[src/wces_pkg.sv]
// Shared constants, field layout and controller/datapath interface types.
package wces_pkg;

    // Defaults for the top-level parameters.
    localparam int NUM_CHANNELS_DEF = 64;
    localparam int ENERGY_BITS_DEF  = 24;

    // Field widths.
    localparam int CH_W   = 6;
    localparam int EN_W   = 24;
    localparam int TIME_W = 32;

    // Input tdata layout: channel, energy, hit_time from the lowest bit up.
    localparam int CH_LSB      = 0;
    localparam int EN_LSB      = CH_LSB + CH_W;
    localparam int TIME_LSB    = EN_LSB + EN_W;
    localparam int IN_TDATA_W  = 64;
    localparam int IN_TUSER_W  = 1;

    // Output tdata layout: out_channel, out_energy from the lowest bit up.
    localparam int OUT_TDATA_W = 32;
    localparam int OUT_TUSER_W = 1;

    // Request kinds carried in s_tuser.
    localparam logic REQ_HIT   = 1'b0;
    localparam logic REQ_FLUSH = 1'b1;

    // Configuration port.
    localparam int CFG_IDX_W  = 2;
    localparam int CFG_DATA_W = 32;
    localparam logic [CFG_IDX_W-1:0] REG_WINDOW_START = 2'd0;
    localparam logic [CFG_IDX_W-1:0] REG_WINDOW_END   = 2'd1;
    localparam logic [CFG_IDX_W-1:0] REG_ENERGY_CUT   = 2'd2;

    localparam logic [TIME_W-1:0] WINDOW_START_RST = 32'd0;
    localparam logic [TIME_W-1:0] WINDOW_END_RST   = 32'd100;
    localparam logic [EN_W-1:0]   ENERGY_CUT_RST   = 24'd0;

    // Commands from the controller to the datapath.
    typedef struct packed {
        logic hit_load;       // a hit transaction is taken this cycle
        logic scan_start;     // point the table scan at channel zero
        logic scan_on;        // table scan owns the read port
        logic scan_adv;       // step the scan to the next channel
        logic pend_load;      // current channel goes to the holding slot
        logic out_load_pend;  // holding slot goes out as a non-final result
        logic out_final;      // final result of the flush goes out
        logic hit_clr;        // clear every hit flag
    } cmd_t;

    // Status from the datapath to the controller.
    typedef struct packed {
        logic qual;           // scanned channel was hit and is above the cut
        logic pend_valid;     // holding slot is occupied
        logic out_free;       // output register can take a result this cycle
        logic idx_last;       // scan sits on the highest channel
    } sts_t;

endpackage

[src/wces_dp.sv]
// Datapath: configuration registers, sum memory, hit flags, scan and output register.
module wces_dp #(
    parameter int NUM_CHANNELS = wces_pkg::NUM_CHANNELS_DEF,
    parameter int ENERGY_BITS  = wces_pkg::ENERGY_BITS_DEF
) (
    input  logic                                aclk,
    input  logic                                aresetn,
    input  wces_pkg::cmd_t                      cmd,
    output wces_pkg::sts_t                      sts,
    input  logic [wces_pkg::IN_TDATA_W-1:0]     s_tdata,
    output logic                                m_tvalid,
    input  logic                                m_tready,
    output logic [wces_pkg::OUT_TDATA_W-1:0]    m_tdata,
    output logic                                m_tlast,
    output logic [wces_pkg::OUT_TUSER_W-1:0]    m_tuser,
    input  logic                                cfg_wr_en,
    input  logic [wces_pkg::CFG_IDX_W-1:0]      cfg_index,
    input  logic [wces_pkg::CFG_DATA_W-1:0]     cfg_wdata
);

    localparam int CW = (NUM_CHANNELS > 1) ? $clog2(NUM_CHANNELS) : 1;
    localparam int AW = ((ENERGY_BITS > wces_pkg::EN_W) ? ENERGY_BITS : wces_pkg::EN_W) + 1;
    localparam logic [wces_pkg::CH_W:0] CH_LIMIT = (wces_pkg::CH_W + 1)'(NUM_CHANNELS);
    localparam logic [AW-1:0] SUM_MAX = {{(AW - ENERGY_BITS){1'b0}}, {ENERGY_BITS{1'b1}}};
    localparam logic [CW-1:0] IDX_LAST = CW'(NUM_CHANNELS - 1);

    // Configuration registers.
    logic [wces_pkg::TIME_W-1:0] ws_reg, we_reg;
    logic [wces_pkg::EN_W-1:0]   cut_reg;

    always_ff @(posedge aclk) begin
        if (!aresetn) begin
            ws_reg  <= wces_pkg::WINDOW_START_RST;
            we_reg  <= wces_pkg::WINDOW_END_RST;
            cut_reg <= wces_pkg::ENERGY_CUT_RST;
        end else if (cfg_wr_en) begin
            unique case (cfg_index)
                wces_pkg::REG_WINDOW_START: ws_reg  <= cfg_wdata[wces_pkg::TIME_W-1:0];
                wces_pkg::REG_WINDOW_END:   we_reg  <= cfg_wdata[wces_pkg::TIME_W-1:0];
                wces_pkg::REG_ENERGY_CUT:   cut_reg <= cfg_wdata[wces_pkg::EN_W-1:0];
                default: ;
            endcase
        end
    end

    // Input fields.
    logic [wces_pkg::CH_W-1:0]   in_ch;
    logic [wces_pkg::EN_W-1:0]   in_en;
    logic [wces_pkg::TIME_W-1:0] in_t;
    logic                        in_ok;

    assign in_ch = s_tdata[wces_pkg::CH_LSB +: wces_pkg::CH_W];
    assign in_en = s_tdata[wces_pkg::EN_LSB +: wces_pkg::EN_W];
    assign in_t  = s_tdata[wces_pkg::TIME_LSB +: wces_pkg::TIME_W];
    assign in_ok = ({1'b0, in_ch} < CH_LIMIT) && (in_t >= ws_reg) && (in_t < we_reg);

    // Storage.
    logic [ENERGY_BITS-1:0]  mem [NUM_CHANNELS];
    logic [ENERGY_BITS-1:0]  mem_rd_reg;
    logic [NUM_CHANNELS-1:0] hit_reg;
    logic                    hit_rd_reg;
    logic [CW-1:0]           rd_addr;

    // Scan state.
    logic [CW-1:0] idx_reg, idx_inc;
    assign idx_inc = idx_reg + CW'(1);

    always_comb begin
        priority if (cmd.scan_start) begin
            rd_addr = '0;
        end else if (cmd.scan_on) begin
            rd_addr = cmd.scan_adv ? idx_inc : idx_reg;
        end else begin
            rd_addr = in_ch[CW-1:0];
        end
    end

    // Accumulate stage.
    logic                   p1_v_reg;
    logic [CW-1:0]          p1_ch_reg;
    logic [wces_pkg::EN_W-1:0] p1_en_reg;
    logic                   wr_v_reg;
    logic [CW-1:0]          wr_ch_reg;
    logic [ENERGY_BITS-1:0] wr_data_reg;
    logic [ENERGY_BITS-1:0] s1_base, s1_sum;
    logic [AW-1:0]          s1_ext;

    always_comb begin
        // A write at the previous edge is not yet in the registered read data.
        if (wr_v_reg && (wr_ch_reg == p1_ch_reg)) begin
            s1_base = wr_data_reg;
        end else if (hit_rd_reg) begin
            s1_base = mem_rd_reg;
        end else begin
            s1_base = '0;
        end
        s1_ext = {{(AW - ENERGY_BITS){1'b0}}, s1_base}
               + {{(AW - wces_pkg::EN_W){1'b0}}, p1_en_reg};
        s1_sum = (s1_ext > SUM_MAX) ? SUM_MAX[ENERGY_BITS-1:0] : s1_ext[ENERGY_BITS-1:0];
    end

    always_ff @(posedge aclk) begin
        if (!aresetn) begin
            p1_v_reg <= 1'b0;
            wr_v_reg <= 1'b0;
        end else begin
            p1_v_reg <= cmd.hit_load && in_ok;
            wr_v_reg <= p1_v_reg;
        end
    end

    always_ff @(posedge aclk) begin
        p1_ch_reg   <= in_ch[CW-1:0];
        p1_en_reg   <= in_en;
        wr_ch_reg   <= p1_ch_reg;
        wr_data_reg <= s1_sum;
    end

    always_ff @(posedge aclk) begin
        if (p1_v_reg) begin
            mem[p1_ch_reg] <= s1_sum;
        end
    end

    always_ff @(posedge aclk) begin
        mem_rd_reg <= mem[rd_addr];
        hit_rd_reg <= hit_reg[rd_addr];
    end

    always_ff @(posedge aclk) begin
        if (!aresetn) begin
            hit_reg <= '0;
        end else if (cmd.hit_clr) begin
            hit_reg <= '0;
        end else if (p1_v_reg) begin
            hit_reg[p1_ch_reg] <= 1'b1;
        end
    end

    // Scan evaluation.
    logic [AW-1:0] sc_ext;
    assign sc_ext = {{(AW - ENERGY_BITS){1'b0}}, mem_rd_reg};

    always_ff @(posedge aclk) begin
        if (cmd.scan_start) begin
            idx_reg <= '0;
        end else if (cmd.scan_adv) begin
            idx_reg <= idx_inc;
        end
    end

    // Holding slot and output register.
    logic                      pend_v_reg;
    logic [wces_pkg::CH_W-1:0] pend_ch_reg;
    logic [wces_pkg::EN_W-1:0] pend_en_reg;
    logic                      m_v_reg, m_last_reg, m_empty_reg;
    logic [wces_pkg::CH_W-1:0] m_ch_reg;
    logic [wces_pkg::EN_W-1:0] m_en_reg;

    always_ff @(posedge aclk) begin
        if (!aresetn) begin
            pend_v_reg <= 1'b0;
        end else if (cmd.pend_load) begin
            pend_v_reg <= 1'b1;
        end else if (cmd.out_final) begin
            pend_v_reg <= 1'b0;
        end
    end

    always_ff @(posedge aclk) begin
        if (cmd.pend_load) begin
            pend_ch_reg <= wces_pkg::CH_W'(idx_reg);
            pend_en_reg <= sc_ext[wces_pkg::EN_W-1:0];
        end
    end

    always_ff @(posedge aclk) begin
        if (!aresetn) begin
            m_v_reg <= 1'b0;
        end else if (cmd.out_load_pend || cmd.out_final) begin
            m_v_reg <= 1'b1;
        end else if (m_tready) begin
            m_v_reg <= 1'b0;
        end
    end

    always_ff @(posedge aclk) begin
        if (cmd.out_load_pend) begin
            m_ch_reg    <= pend_ch_reg;
            m_en_reg    <= pend_en_reg;
            m_last_reg  <= 1'b0;
            m_empty_reg <= 1'b0;
        end else if (cmd.out_final) begin
            m_last_reg  <= 1'b1;
            m_empty_reg <= !pend_v_reg;
            m_ch_reg    <= pend_v_reg ? pend_ch_reg : '0;
            m_en_reg    <= pend_v_reg ? pend_en_reg : '0;
        end
    end

    assign sts.qual       = hit_rd_reg
                          && (sc_ext > {{(AW - wces_pkg::EN_W){1'b0}}, cut_reg});
    assign sts.pend_valid = pend_v_reg;
    assign sts.out_free   = !m_v_reg || m_tready;
    assign sts.idx_last   = (idx_reg == IDX_LAST);

    assign m_tvalid = m_v_reg;
    assign m_tlast  = m_last_reg;
    assign m_tuser  = m_empty_reg;
    assign m_tdata  = {{(wces_pkg::OUT_TDATA_W - wces_pkg::CH_W - wces_pkg::EN_W){1'b0}},
                       m_en_reg, m_ch_reg};

endmodule

[src/wces_ctrl.sv]
// Controller: input handshake and the flush scan sequence.
module wces_ctrl (
    input  logic                               aclk,
    input  logic                               aresetn,
    input  logic                               s_tvalid,
    output logic                               s_tready,
    input  logic [wces_pkg::IN_TUSER_W-1:0]    s_tuser,
    output wces_pkg::cmd_t                     cmd,
    input  wces_pkg::sts_t                     sts
);

    typedef enum logic [3:0] {
        ST_IDLE  = 4'b0001,
        ST_PRIME = 4'b0010,
        ST_SCAN  = 4'b0100,
        ST_FIN   = 4'b1000
    } state_t;

    state_t state_reg, state_next;

    always_ff @(posedge aclk) begin
        if (!aresetn) begin
            state_reg <= ST_IDLE;
        end else begin
            state_reg <= state_next;
        end
    end

    always_comb begin
        state_next = state_reg;
        cmd        = '0;
        s_tready   = 1'b0;
        unique case (state_reg)
            ST_IDLE: begin
                s_tready = 1'b1;
                if (s_tvalid) begin
                    if (s_tuser[0] == wces_pkg::REQ_FLUSH) begin
                        state_next = ST_PRIME;
                    end else begin
                        cmd.hit_load = 1'b1;
                    end
                end
            end
            ST_PRIME: begin
                cmd.scan_start = 1'b1;
                state_next     = ST_SCAN;
            end
            ST_SCAN: begin
                cmd.scan_on = 1'b1;
                if (!sts.qual) begin
                    cmd.scan_adv = 1'b1;
                end else if (!sts.pend_valid) begin
                    cmd.pend_load = 1'b1;
                    cmd.scan_adv  = 1'b1;
                end else if (sts.out_free) begin
                    cmd.out_load_pend = 1'b1;
                    cmd.pend_load     = 1'b1;
                    cmd.scan_adv      = 1'b1;
                end
                if (cmd.scan_adv && sts.idx_last) begin
                    state_next = ST_FIN;
                end
            end
            ST_FIN: begin
                if (sts.out_free) begin
                    cmd.out_final = 1'b1;
                    cmd.hit_clr   = 1'b1;
                    state_next    = ST_IDLE;
                end
            end
            default: begin
                state_next = ST_IDLE;
            end
        endcase
    end

endmodule

[src/windowed_channel_energy_sum_core.sv]
// Top level of the windowed per-channel energy summer.
//
// Channel  | Direction | Payload
// s_ (in)  | slave     | tdata: channel[5:0], energy[29:6], hit_time[61:30]; tuser: req_type
// m_ (out) | master    | tdata: out_channel[5:0], out_energy[29:6]; tuser: empty_res; tlast
// cfg_     | write     | cfg_index selects window_start, window_end or energy_cut
//
// A hit transaction is taken every cycle while no flush is in progress; each hit
// on a valid channel inside the time window is summed in a read-add-write
// pipeline around the sum memory, with a bypass for a hit on the same channel
// in the next cycle. A flush primes the memory read, scans the channels from
// zero upward and then sends the final result; an output stall while a result
// waits delays it.
// Reset is synchronous and clears all hit flags at once; a sum entry whose flag
// is clear reads as zero, so the sum memory needs no clearing pass.
// With the output stalled and the holding slot full, the scan holds at a qualifying channel.
module windowed_channel_energy_sum_core #(
    parameter int NUM_CHANNELS = wces_pkg::NUM_CHANNELS_DEF,
    parameter int ENERGY_BITS  = wces_pkg::ENERGY_BITS_DEF
) (
    input  logic                                aclk,
    input  logic                                aresetn,
    // Input channel.
    input  logic                                s_tvalid,
    output logic                                s_tready,
    input  logic [wces_pkg::IN_TDATA_W-1:0]     s_tdata,   // channel, energy, hit_time
    input  logic [wces_pkg::IN_TUSER_W-1:0]     s_tuser,   // req_type
    // Result channel.
    output logic                                m_tvalid,
    input  logic                                m_tready,
    output logic [wces_pkg::OUT_TDATA_W-1:0]    m_tdata,   // out_channel, out_energy
    output logic [wces_pkg::OUT_TUSER_W-1:0]    m_tuser,   // empty_res
    output logic                                m_tlast,
    // Configuration write port.
    input  logic                                cfg_wr_en,
    input  logic [wces_pkg::CFG_IDX_W-1:0]      cfg_index,
    input  logic [wces_pkg::CFG_DATA_W-1:0]     cfg_wdata
);

    wces_pkg::cmd_t cmd;
    wces_pkg::sts_t sts;

    // The controller owns the input handshake and sequences the flush scan.
    wces_ctrl u_ctrl (
        .aclk     (aclk),
        .aresetn  (aresetn),
        .s_tvalid (s_tvalid),
        .s_tready (s_tready),
        .s_tuser  (s_tuser),
        .cmd      (cmd),
        .sts      (sts)
    );

    // The datapath holds the table, the holding slot for the look-ahead on the
    // last flag, and the output register.
    wces_dp #(
        .NUM_CHANNELS (NUM_CHANNELS),
        .ENERGY_BITS  (ENERGY_BITS)
    ) u_dp (
        .aclk      (aclk),
        .aresetn   (aresetn),
        .cmd       (cmd),
        .sts       (sts),
        .s_tdata   (s_tdata),
        .m_tvalid  (m_tvalid),
        .m_tready  (m_tready),
        .m_tdata   (m_tdata),
        .m_tlast   (m_tlast),
        .m_tuser   (m_tuser),
        .cfg_wr_en (cfg_wr_en),
        .cfg_index (cfg_index),
        .cfg_wdata (cfg_wdata)
    );

endmodule

[config.mk]
export PLATFORM = sky130hd
export DESIGN_NAME = windowed_channel_energy_sum_core
export DESIGN_NICKNAME = d
export VERILOG_FILES = /design/src/wces_pkg.sv /design/src/wces_dp.sv /design/src/wces_ctrl.sv /design/src/windowed_channel_energy_sum_core.sv
export SDC_FILE = /design/constraint.sdc
export NUM_CORES = 2
export LEC_CHECK = 0
export ABC_AREA = 1
export BUFFER_PORTS_ARGS = -buffer_cell sky130_fd_sc_hd__buf_4
export CAP_MARGIN = 20
export CORE_ASPECT_RATIO = 1.5
export CORE_MARGIN = 8
export CORE_UTILIZATION = 55
export CTS_CLUSTER_SIZE = 16
export DETAILED_ROUTE_END_ITERATION = 16
export HOLD_SLACK_MARGIN = 0.08
export PLACE_DENSITY = 0.82
export SETUP_SLACK_MARGIN = 0.3
export SLEW_MARGIN = 20
export SYNTH_ARGS = -nofsm -noshare
export SYNTH_HDL_FRONTEND = slang
export SYNTH_HIERARCHICAL = 1
export SYNTH_SLANG_ARGS = --single-unit
[constraint.sdc]
create_clock -name aclk -period 5.6 [get_ports aclk]
set_clock_uncertainty 0.2 [all_clocks]
set_input_delay 1.12 -clock aclk [delete_from_list [all_inputs] [get_ports aclk]]
set_output_delay 1.12 -clock aclk [all_outputs]
set_load 0.05 [all_outputs]
==> summary.txt <==
Outcome -> completed
Placed cell count -> 9527
Core area -> 147800 um2
Row cnt -> 173
FMAX -> 192.4 MHz
End of the worst register-to-register path -> u_dp/mem_rd_reg[23]
Worst Path Required -> 6.07 ns
Post-Route WL -> 231200 um
Vias in the first global route -> 58440
Logic pwr share -> 22.9%
Post-route DRC -> 0
Largest net degree at the start of global routing -> 185
Total of max-cap violations -> 0
Asr flop ratio synth -> 0%
Largest register FFs -> 1536
Syn Inst Count -> 7763
Yosys warning total -> 6
Min Hold Slack -> 0.2297 ns
Worst-path clk slew -> 0.07 ns
VDD IR max -> 456.9 uV
Setup slack, reg-to-reg -> 0.40 ns
HP Class -> primary input to register
Post-synth EDFFs -> 1596
Min-Delay Endpoint -> u_dp/p1_en_reg[12]
Final ANT Viol Nets -> 0
Seq/Total Area, Yosys -> 64.79%
Placer Congestion -> 0.9396
Multi-input gate area -> 22380 um2
Initial antenna violation count -> 4
Fillcell total -> 10680
Crit Reg-Reg Startpoint -> u_dp/mem_rd_reg[9]
Mean Syn Cell Area -> 10.54 um2
Synth cell types -> 52
WL per Instance -> 23.56 um
Mapped Area -> 81790 um2
Die area -> 161600 um2
Worst setup SP type -> register
Skew-Pair Late Insertion Delay -> 0.81 ns
Root buffer cell -> clkbuf_16
Chip height -> 488.3 um
Layout area overhead -> 10.57%
Total GRT Usage -> 27.82%
Normalized max-slew margin -> 25.81%
Slew @ Worst Pin -> 1.110 ns
CTS Sinks -> 1849
IO Pins -> 140
Fin cells -> 9811
Grt ovf -> 0
Placed cell area -> 85240 um2
Final Setup Violations -> 0
Post-synth top flop -> edfxtp_1
Hpwl dp -> 133200 um
Seq cells post-synth -> 1849
Crit end category -> register
Post-route cell area -> 90430 um2
Switching Share -> 31.25%
Power density cells -> 417.4 nW/um2
Starting Density -> 55.32%
Die X -> 330.9 um
Sequential Area -> 52990 um2
RSZ-0062 raised after global routing -> true
Leakage -> 35.73 nW
Drt first pass iters -> 6
Setup TNS -> 0 ns
Max-slew violations -> 0
Share of layout cells above drive strength 1 -> 8.435%
Final period utilization -> 92.82%
Critical Path AT -> 5.67 ns
Final #Nets -> 7981
1st-iter DRT viols -> 7537
Hold Violations, Final -> 0
Hold path cells -> 1
Seq pwr share -> 48.1%
PortBufs -> 135
Internal power -> 25.95 mW
Vias -> 59310
Net Switching -> 11.79 mW
Hold-fix buffers at CTS -> 0
Crit Path Class -> register to register
Tmin final -> 5.198 ns
DR vias/cell -> 6.045
Hold path start -> s_tdata[18]
CP Max Fanout -> 96
Clk buf depth -> 3
Total CTS buffers -> 158
Tot Pwr -> 37.75 mW
First-pass GRT wire length -> 340100 um
Reg2Reg Depth -> 20
TritonCTS clock tree -> built
H-tree depth -> 4
Clock share of power -> 29.1%
[per-layer routing]
metal	global-route usage [%]	vias to the layer above	wire, um
met5	0	-	0
met4	25.60	0	24090
met3	5.372	1037	24800
met2	45.10	3942	107800
met1	30.76	28090	74470
li1	-	26240	-
[cell usage after synthesis (all sizes together), types with 2 or more instances]
cell type  number  area share [%]
ha            112             1.7
edfxtp       1596              59
dfxtp         253             6.2
nor3           24            0.15
o21bai          4           0.041
o21a            4           0.037
xor2            7           0.075
nor2          316             1.5
or2             7           0.054
buf           422             2.7
nand3        1702              10
xnor2          15            0.16
nor3b           3           0.034
o211ai          5           0.046
a21oi         184             1.1
inv          1181             5.4
a21boi          2           0.018
nand3b        556             5.1
o21ai         114            0.70
clkbuf         52            0.24
nand2        1169             5.4
nand4          11           0.084
a21o            6           0.055
nor4            6           0.046
[logic make-up (layout without fill, tap and decap cells)]
kind of cell / after synthesis / after routing / synth area share [%]
simple gates: 3797 / 3797 / 22.80
flops: 1849 / 1849 / 64.79
buf+inv: 1656 / 1776 / 8.324
compound gates: 325 / 325 / 2.105
fa+ha+maj: 113 / 113 / 1.738
xor+xnor: 22 / 22 / 0.2356
other cells: 1 / 4 / 0.004585
[stage by stage]
step | util [%] | worst slack (ns)
after global routing | 61.17 | 0.2943
after floorplan | - | 0.9261
after CTS | 61.14 | 0.3897
after global placement | 57.66 | 0.5720
final | 61.17 | 0.4022
after detailed placement | 57.66 | 0.5376
[worst max path at each step]
stage	from	end	slack, ns
2_1_floorplan	u_dp/p1_ch_reg[2]	u_dp/mem[0][22]	0.93
3_3_place_gp	u_dp/p1_ch_reg[2]	u_dp/mem[10][2]	0.57
3_5_place_dp	u_dp/p1_ch_reg[2]	u_dp/mem[11][2]	0.54
4_1_cts	u_dp/p1_ch_reg[3]	u_dp/mem[20][2]	0.39
5_1_grt	u_dp/p1_ch_reg[2]	u_dp/mem[31][1]	0.29
6_report	u_dp/mem_rd_reg[9]	u_dp/mem_rd_reg[23]	0.40
[cell usage in the layout, fill, tap and decap left out, types with 21 or more instances in the layout]
master / count
inv_1: 1172
nor2_1: 247
nand3b_1: 556
clkbuf_16: 170
buf_12: 54
nand3_1: 1689
o21ai_0: 108
clkinv_2: 21
nor3_1: 22
dfxtp_1: 253
buf_4: 259
ha_1: 112
edfxtp_1: 1596
clkbuf_1: 29
clkinv_1: 27
nor2_2: 54
nand2_1: 1150
a21oi_1: 181
[critical path, stage by stage, from the launching register on]
cell      delay (ns)
dfxtp_1         0.44
ha_1            0.36
nand2_1         0.06
nor3b_1         0.40
nand3b_1        0.16
o21ai_0         0.19
a41oi_1         0.10
a21oi_1         0.40
nand2_1         0.14
nand2_1         0.21
nand2_8         0.17
nand2_8         0.14
buf_12          0.27
buf_12          0.35
nand2_1         0.12
nand3_1         0.09
nand3_1         0.10
nand3_1         0.20
nand3_1         0.30
nand3_1         0.33
nand2_1         0.13
[power groups by stage]
stage                     sequential [mW]  clock [mW]  combinational [mW]
after floorplan                      18.5           0                4.45
after global placement               18.4           0                8.03
after detailed placement             18.4           0                8.35
after CTS                            18.1        11.0                8.41
after global routing                 18.1        11.5                9.08
final                                18.1        11.0                8.63
[final cells by class]
class / count / share of cell area [%]
flip-flops and latches: 1849 / 58.60
clock inverters: 70 / 0.6973
inverters: 1182 / 4.924
clock buffers: 210 / 4.992
multi-input cells: 4259 / 24.75
diodes: 2 / 0.005534
well taps: 1925 / 2.663
repair buffers: 314 / 3.376
[timing repair]
item	4_1_cts	5_1_grt
endpoints found under the setup margin	0	1036
resized for setup	0	2
buffers inserted	0	1
Note: power is estimated with default switching activity, not from simulation.
